$ cat src/hw/rtl/mrp_pkg.sv
// ============================================================================
// mrp_pkg
// shared constants, codes and types for the macro record/playback block
// ============================================================================
`timescale 1ns / 1ps

package mrp_pkg;

  // store geometry
  localparam int ENTRIES       = 256;
  localparam int COMMAND_BYTES = 8;
  localparam int IDX_W         = (ENTRIES > 1) ? $clog2(ENTRIES) : 1;
  localparam int CNT_W         = $clog2(ENTRIES + 1);

  // field widths
  localparam int OP_W      = 4;
  localparam int CMD_W     = 64;
  localparam int STORE_W   = 8 * COMMAND_BYTES;
  localparam int STAMP_W   = 32;
  localparam int MODE_W    = 2;

  // stream widths, padded to whole bytes
  localparam int IN_USED_W    = OP_W + CMD_W + STAMP_W;
  localparam int IN_TDATA_W   = ((IN_USED_W + 7) / 8) * 8;
  localparam int OUT_USED_W   = MODE_W + CMD_W + STAMP_W;
  localparam int OUT_TDATA_W  = ((OUT_USED_W + 7) / 8) * 8;

  // operation codes
  localparam logic [OP_W-1:0] OP_RECORD      = 4'd0;
  localparam logic [OP_W-1:0] OP_REC_START   = 4'd1;
  localparam logic [OP_W-1:0] OP_REC_STOP    = 4'd2;
  localparam logic [OP_W-1:0] OP_REC_TOGGLE  = 4'd3;
  localparam logic [OP_W-1:0] OP_PLAY_START  = 4'd4;
  localparam logic [OP_W-1:0] OP_PLAY_STOP   = 4'd5;
  localparam logic [OP_W-1:0] OP_PLAY_TOGGLE = 4'd6;
  localparam logic [OP_W-1:0] OP_NEXT        = 4'd7;
  localparam logic [OP_W-1:0] OP_QUERY       = 4'd8;

  typedef enum logic [MODE_W-1:0] {
    MODE_IDLE   = 2'd0,
    MODE_RECORD = 2'd1,
    MODE_PLAY   = 2'd2
  } mode_t;

  // access to the command/stamp store
  typedef struct packed {
    logic               wr_en;
    logic               rd_en;
    logic [IDX_W-1:0]   addr;
    logic [STORE_W-1:0] wr_cmd;
    logic [STAMP_W-1:0] wr_stamp;
  } store_req_t;

endpackage

$ cat src/hw/rtl/mrp_ctrl.sv
// ============================================================================
// mrp_ctrl
// mode sequencer, store addressing and output register
// ============================================================================
`timescale 1ns / 1ps

module mrp_ctrl
  import mrp_pkg::*;
(
  input  logic               clk,
  input  logic               rst,
  // request side
  input  logic               in_valid,
  output logic               in_ready,
  input  logic [OP_W-1:0]    operation,
  input  logic [CMD_W-1:0]   command_word,
  input  logic [STAMP_W-1:0] tick_now,
  // store
  output store_req_t         store_req,
  input  logic [STORE_W-1:0] rd_cmd,
  input  logic [STAMP_W-1:0] rd_stamp,
  // result side
  output logic               out_valid,
  input  logic               out_ready,
  output logic [MODE_W-1:0]  mode_after,
  output logic               action_valid,
  output logic [CMD_W-1:0]   action_command,
  output logic [STAMP_W-1:0] action_delay,
  output logic               last_action
);

  typedef enum logic {
    ST_TAKE,
    ST_READ
  } state_t;

  state_t             state;
  mode_t              mode;
  logic [CNT_W-1:0]   record_count;
  logic [CNT_W-1:0]   play_index;
  logic [STAMP_W-1:0] last_stamp;
  logic               pend_first;
  logic               pend_last;

  mode_t              mode_next;
  logic [CNT_W-1:0]   record_count_next;
  logic [CNT_W-1:0]   play_index_next;
  logic               wr_en;
  logic               rd_en;
  logic               is_last;
  logic               accept;
  logic               out_free;
  logic [STAMP_W-1:0] prev_stamp;

  assign out_free = !out_valid || out_ready;
  assign in_ready = (state == ST_TAKE) && out_free;
  assign accept   = in_valid && in_ready;

  // decode of one request against the current mode
  always_comb begin
    mode_next         = mode;
    record_count_next = record_count;
    play_index_next   = play_index;
    wr_en             = 1'b0;
    rd_en             = 1'b0;
    is_last           = 1'b0;
    case (operation)
      OP_RECORD: begin
        if (mode == MODE_RECORD) begin
          if (record_count < CNT_W'(ENTRIES)) begin
            wr_en             = 1'b1;
            record_count_next = record_count + 1'b1;
          end else begin
            mode_next = MODE_IDLE;
          end
        end
      end
      OP_REC_START: begin
        if (mode == MODE_IDLE) begin
          mode_next         = MODE_RECORD;
          record_count_next = '0;
        end
      end
      OP_REC_STOP: begin
        if (mode == MODE_RECORD) mode_next = MODE_IDLE;
      end
      OP_REC_TOGGLE: begin
        if (mode == MODE_IDLE) begin
          mode_next         = MODE_RECORD;
          record_count_next = '0;
        end else if (mode == MODE_RECORD) begin
          mode_next = MODE_IDLE;
        end
      end
      OP_PLAY_START: begin
        if (mode == MODE_IDLE) begin
          mode_next       = MODE_PLAY;
          play_index_next = '0;
        end
      end
      OP_PLAY_STOP: begin
        if (mode == MODE_PLAY) mode_next = MODE_IDLE;
      end
      OP_PLAY_TOGGLE: begin
        if (mode == MODE_IDLE) begin
          mode_next       = MODE_PLAY;
          play_index_next = '0;
        end else if (mode == MODE_PLAY) begin
          mode_next = MODE_IDLE;
        end
      end
      OP_NEXT: begin
        if (mode == MODE_PLAY) begin
          if (play_index < record_count) begin
            rd_en           = 1'b1;
            play_index_next = play_index + 1'b1;
            if (play_index_next >= record_count) begin
              mode_next = MODE_IDLE;
              is_last   = 1'b1;
            end
          end else begin
            mode_next = MODE_IDLE;
          end
        end
      end
      default: ; // query and unused codes leave everything alone
    endcase
  end

  always_comb begin
    store_req.wr_en    = accept && wr_en;
    store_req.rd_en    = accept && rd_en;
    store_req.addr     = rd_en ? play_index[IDX_W-1:0] : record_count[IDX_W-1:0];
    store_req.wr_cmd   = command_word[STORE_W-1:0];
    store_req.wr_stamp = tick_now;
  end

  assign prev_stamp = pend_first ? rd_stamp : last_stamp;

  always_ff @(posedge clk) begin
    if (rst) begin
      state        <= ST_TAKE;
      mode         <= MODE_IDLE;
      record_count <= '0;
      play_index   <= '0;
      out_valid    <= 1'b0;
    end else begin
      case (state)
        ST_TAKE: begin
          if (accept) begin
            mode         <= mode_next;
            record_count <= record_count_next;
            play_index   <= play_index_next;
            pend_first   <= (play_index == '0);
            pend_last    <= is_last;
            mode_after   <= mode_next;
            if (rd_en) begin
              state     <= ST_READ;
              out_valid <= 1'b0;
            end else begin
              out_valid      <= 1'b1;
              action_valid   <= 1'b0;
              action_command <= '0;
              action_delay   <= '0;
              last_action    <= 1'b0;
            end
          end else if (out_ready) begin
            out_valid <= 1'b0;
          end
        end
        ST_READ: begin
          // store data is here; the output register was freed on accept
          state          <= ST_TAKE;
          out_valid      <= 1'b1;
          action_valid   <= 1'b1;
          action_command <= CMD_W'(rd_cmd);
          action_delay   <= rd_stamp - prev_stamp;
          last_action    <= pend_last;
          last_stamp     <= rd_stamp;
        end
        default: state <= ST_TAKE;
      endcase
    end
  end

  // a pending read always completes, leaving ST_READ in the next cycle
  a_read_one_cycle: assert property (@(posedge clk) disable iff (rst)
    state == ST_READ |=> state == ST_TAKE)
    else $error("store read held over");

  // playback never runs past the recorded entries
  a_index_bound: assert property (@(posedge clk) disable iff (rst)
    mode == MODE_PLAY |-> play_index <= record_count)
    else $error("play index beyond record count");

  a_count_bound: assert property (@(posedge clk) disable iff (rst)
    record_count <= CNT_W'(ENTRIES))
    else $error("record count beyond store depth");

  // a stalled result is never overwritten
  a_no_overwrite: assert property (@(posedge clk) disable iff (rst)
    out_valid && !out_ready && state == ST_TAKE |-> !accept)
    else $error("result overwritten while stalled");

  // results without an action carry zero payload
  a_empty_result: assert property (@(posedge clk) disable iff (rst)
    out_valid && !action_valid |-> action_command == '0 && action_delay == '0
      && !last_action)
    else $error("non-action result with payload");

endmodule

$ cat config.mk
export PLATFORM = sky130hd
export DESIGN_NAME = mrp_ctrl
export DESIGN_NICKNAME = d
export VERILOG_FILES = /design/src/hw/rtl/mrp_pkg.sv /design/src/hw/rtl/mrp_ctrl.sv
export SDC_FILE = /design/constraint.sdc
export NUM_CORES = 1
export LEC_CHECK = 0
export BUFFER_PORTS_ARGS = -buffer_cell sky130_fd_sc_hd__buf_2
export CORE_AREA = 4 4 155 157
export CTS_CLUSTER_SIZE = 10
export DETAILED_ROUTE_END_ITERATION = 7
export DIE_AREA = 0 0 159 161
export GPL_TIMING_DRIVEN = 0
export PLACE_DENSITY = 0.82
export SYNTH_ARGS = -nofsm -noshare
export SYNTH_HDL_FRONTEND = slang
export SYNTH_SLANG_ARGS = --single-unit
$ cat constraint.sdc
create_clock -name clk -period 4.5 [get_ports clk]
set_clock_uncertainty 0.1 [all_clocks]
set_input_delay 0.675 -clock clk [delete_from_list [all_inputs] [get_ports clk]]
set_output_delay 0.675 -clock clk [all_outputs]
set_load 0.005 [all_outputs]
[After elaboration in Yosys (flattened, before gate mapping)]
Index checks and enable logic that the tools add are counted.
W data, S select, Z words.
Operators by class
  order comparisons: 3
  add/sub/neg operators: 3
  reductions and logical operators: 20
  shift-type cells: 0
  bitwise operators: 2
  muxes and demuxes: 45
  div/mod/pow operators: 0
  $mul: 0
  equal/unequal tests: 18
Operators with widths (count)
  $mux W64: 2
  $pmux W64 S2: 1
  $mux W32: 3
  $pmux W32 S2: 1
  $mux W9: 5
  $pmux W9 S2: 2
  $sub A32 B32 Y32: 1
  $mux W2: 11
  $add A9 B1 Y9 const B: 2
  $eq A4 B3 Y1 const B: 4
  $pmux W2 S8: 1
  $mux W1: 14
  $ne A2 B2 Y1 const B: 6
  $reduce_and A6 Y1: 2
  $ge A9 B9 Y1: 1
  $logic_not A9 Y1: 1
  $lt A9 B9 Y1: 1
  $lt A9 B9 Y1 const B: 1
  $reduce_and A3 Y1: 3
  $eq A4 B2 Y1 const B: 2
  $mux W8: 1
  $pmux W1 S2: 4
  $eq A4 B1 Y1 const B: 1
  $logic_and A1 B1 Y1: 4
  other kinds (12): 17
Word-level totals
  logic and storage cells: 104
  output and inout bits: 208
  memory bits (read-only): 0
  bits in writable memories: 0
  latch bits: 0
  memories kept: 0
  bits in registers: 156
  input bits: 200

[Longest topological paths before layout]
  word-level depth: 7
  gate-level depth with buffers: 13
  depth with buffers taken out: 13

[Least setup slack after synthesis]
Ideal clock, no wire load.
  path type: flip-flop to flip-flop
  start point: register state
  end point: register action_command[0], enable pin
  clock period less this slack: 4.931 ns
  path buffers: 2
  data required time: 3.945 ns
  cell stages (with the launch flop): 6
  setup time: 0.455 ns
  setup slack: -0.431 ns
  data arrival time: 4.376 ns
  path through: dfxtp_1 -> clkbuf_1 -> inv_1 -> clkbuf_1 -> nor2_1 -> a21o_1
On the way
  word-level cells in the longest chain between the ends: 5
  elaborated cells on any way between the ends: 6
  classes of those cells: eq/ne (2); bitwise (1); reduce/logical (3)
RTL lines
  from (decl): RTL line mrp_ctrl.sv:37  | state_t state;
  from (signal assigned): RTL line mrp_ctrl.sv:142  | state <= ST_TAKE;
  from (signal assigned): RTL line mrp_ctrl.sv:158  | state <= ST_READ;
  from (signal assigned): RTL line mrp_ctrl.sv:173  | state <= ST_TAKE;
  $not A1 Y1 (no source line) *
  $logic_and A1 B1 Y1: RTL line mrp_ctrl.sv:56  | assign in_ready = (state == ST_TAKE) && out_free;
  $logic_and A1 B1 Y1: RTL line mrp_ctrl.sv:57  | assign accept = in_valid && in_ready;
  $ne A2 B2 Y1 (no source line)
  $reduce_and A3 Y1 (no source line) *
  to (signal assigned): RTL line mrp_ctrl.sv:176  | action_command <= CMD_W'(rd_cmd);
  to (decl): RTL line mrp_ctrl.sv:27  | output logic [CMD_W-1:0] action_command,
Mark *: on every way between the ends. The rest lies on a longest branch, timed or not.
A chain may end at the register's enable or synchronous reset.

==> results.py <==
metrics = {
    "run_status": {
        "status": "completed",
    },
    "worst_setup_path": {
        "worstPathMaxFanout": 10,
        "rr_worst_depth": 12,
        "r2r_slack_ns": 0.47,
        "crit_arrival_ns": 3.26,
        "critical_path.top_delay_family": "compound AO/OA/AOI/OAI gates",
        "r2r-end": "action_delay[24]",
        "max_stage_delay_ns": 0.50,
        "worstReg2RegStart": "pend_first",
        "crit_buf_inv": 3,
        "crit_slowest_cell": "clkbuf_1",
        "cp-start-kind": "flop",
        "crit_path_end_kind": "primary output",
        "crit_type": "reg2out",
        "path_cells": "inv_1 > ha_1 > nor2b_1 > o21a_1 > o21ai_0 > a211o_1 > o2111ai_2 > clkbuf_1 > mux2_2 > buf_2",
        "worstPathRequired_ns": 3.72,
    },
    "route": {
        "routed-wl-met3_mm": 1.759,
        "first_pass_iters": 5,
        "ant_nets": 0,
        "drt_iter0_drc": 328,
        "wl_per_cell_um": 16.75,
        "vias": 7139,
        "drc_errors": 0,
        "route.met2.wl_mm": 12.32,
        "wl_mm": 24.15,
        "highest_layer": "met5",
        "vias_per_cell": 4.951,
        "wl_met1_mm": 9.487,
    },
    "cts": {
        "cts_num_sinks": 156,
        "htree_num_levels": 4,
        "cts-resized-gates": 0,
        "clockBufferDepth": 2,
        "hold_buffers": 0,
        "clk_latency_ns": 0.43,
        "clk_pin_slew_ns": 0.07,
        "cts_buffers": 17,
        "post-cts-setup-buffers": 0,
        "cts_tree": "built",
        "clockRootBuffer": "clkbuf_16",
    },
    "sta": {
        "min_period_over_period_pct": 89.63,
        "max_freq_ghz": 0.2479,
        "slew_violations": 0,
        "hold_viol_final": 0,
        "fin_ws_ns": 0.4666,
        "setup_viol": 0,
        "rsz0062_at_grt": "no",
        "hold_ws_ns": 0.3566,
        "slew_headroom_pct": 48.46,
        "min_period_ns": 4.033,
        "tightest_slew_ns": 0.7731,
    },
    "hold_path": {
        "holdPathStages": 1,
        "hold_path_startpoint": "rd_stamp[5]",
        "hold_class": "in2reg",
        "holdPathEnd": "last_stamp[5]",
    },
    "final_layout": {
        "seq_area_um2": 4464,
        "final_core_util_pct": 51.38,
        "num-fill-cells": 1981,
        "fin_nets": 1399,
        "drive_gt1_share_pct": 39.57,
        "mostFrequentLayoutCell": "buf_2",
        "multiInputGateArea_um2": 3642,
        "mostFrequentLayoutCells": "buf_2, edfxtp_1, buf_4, and2_1, ha_1",
        "area_delta_synth_final_pct": 28.36,
    },
    "grt": {
        "grt_start_max_net_pins": 54,
        "antenna_found_initial": 4,
        "grt.total_usage_pct": 18.15,
        "grt_pass1_vias": 7426,
        "overflow": 0,
        "grt_first_pass_wirelength_mm": 37.67,
    },
    "synth": {
        "synth_top_area_share_pct": 44.67,
        "syn_nets": 1067,
        "synth.largest_area_cell": "edfxtp_1",
        "synth-edff-count": 134,
        "ys_seq_elements": 156,
        "syn_avg_cell_area_um2": 11.12,
        "yosys_warnings": 0,
        "synth_ff_type": "edfxtp_1",
        "async_flop_share_pct": 0,
        "synth_cell_types": 55,
        "ys_seq_area_share_pct": 49.56,
        "synth_cells": 810,
        "syn_area_um2": 9007,
        "ys_top_cells_by_area": "edfxtp_1, buf_4, ha_1, dfxtp_1, and2_1",
    },
    "floorplanning": {
        "die_h_um": 161,
        "num_rows": 55,
        "die_w_um": 159,
        "core-area_um2": 22500,
        "start_util_pct": 40.03,
        "ios": 408,
        "dieArea_um2": 25600,
    },
    "power_and_ir_drop": {
        "power_density_nw_per_um2": 303.4,
        "power.leakage_nw": 5.300,
        "peakVddDrop_uv": 194.0,
    },
    "placed_design": {
        "portBuffers": 311,
        "dpl.hpwl_mm": 18.91,
        "place_ws_ns": 0.5019,
        "gp_congestion": 0.8707,
    },
    "flow_run": {
        "max_cap_violations": 0,
    },
}
[final cells by class]
class / instances / share of cell area, %
Timing Repair Buffer: 313 / 13.81
Antenna cell: 2 / 0.04329
Clock inverter: 14 / 1.320
Inverter: 25 / 0.8116
Multi-Input combinational cell: 506 / 31.50
Buffer: 123 / 7.110
Clock buffer: 18 / 3.712
Sequential cell: 156 / 38.61
Tap cell: 285 / 3.084
[sequential cells by signal, indices dropped and copies added, names as in the netlist]
register	flops
out_valid	1
action_valid	1
record_count	9
pend_last	1
play_index	9
mode_after	2
pend_first	1
state	1
action_command	64
last_action	1
mode	2
last_stamp	32
action_delay	32
[metal layers]
metal / track usage, % / vias up
met5: 0 / -
met4: 6.272 / 6
met3: 4.797 / 39
met2: 33.46 / 322
met1: 20.32 / 3287
li1: - / 3485
[report_power, final]
group | internal (mW) | switching, mW | leakage (nW) | total [mW]
Clock | 0.783 | 0.642 | 0.275 | 1.43
Sequential | 1.59 | 0.00935 | 1.44 | 1.60
Combinational | 0.242 | 0.236 | 3.58 | 0.479
Total | 2.62 | 0.888 | 5.30 | 3.51
[synthesized netlist by cell type, types with 3 or more instances]
master and count:
a211oi_1 8, a21boi_0 5, a21o_1 13, a21oi_1 41
a311oi_1 5, a31oi_1 5, and2_1 68, and3_1 11
buf_1 4, buf_4 96, clkbuf_1 23, dfxtp_1 22
edfxtp_1 134, ha_1 56, inv_1 25, mux2_2 8
mux2i_1 37, nand2_1 26, nand2b_1 14, nand3_1 19
nor2_1 51, nor2b_1 3, nor3_1 18, nor3b_1 5
o2111ai_1 3, o21a_1 13, o21ai_0 29, o21bai_1 3
or3_1 3, xnor2_1 20, xor2_1 10
[worst max path at each step]
| stage | from | endpoint | slack, ns | depth (start not counted) |
|---|---|---|---|---|
| final | record_count[1] | store_req[102] | 0.47 | 10 |
| after global routing | record_count[1] | store_req[101] | 0.21 | 10 |
| after CTS | record_count[1] | store_req[102] | 0.42 | 10 |
| after detailed placement | pend_first | action_delay[24] | 0.50 | 12 |
| after global placement | state | action_command[34] | -1.58 | 5 |
| after floorplan | state | action_command[0] | 0.38 | 5 |
[stage by stage]
step	setup TNS (ns)	std cells	cell area, µm²	power, mW
after floorplan	0	810	9009	1.930
after global placement	-153.86	1406	10920	2.098
after detailed placement	0	1408	10980	2.112
after CTS	0	1440	11560	3.545
after global routing	0	1441	11560	3.649
final	0	1442	11560	3.508
[cells by family after synthesis]
family,share of synthesized area (%)
compound gates,10.45
simple gates,13.79
flops,49.56
fa+ha+maj,8.001
xor+xnor,2.917
mux,5.112
buf+inv,10.17
[worst reg2reg max path, cell delays in order, from the launching register on]
cell	delay, ns
edfxtp_1	0.34
clkbuf_1	0.37
buf_1	0.64
mux2i_1	0.27
ha_1	0.30
a211oi_1	0.25
o21a_1	0.18
o21ai_0	0.13
or2_1	0.27
a41o_1	0.29
a311o_1	0.38
a21oi_2	0.15
mux2i_1	0.20
Note: power is estimated with default switching activity, not from simulation.
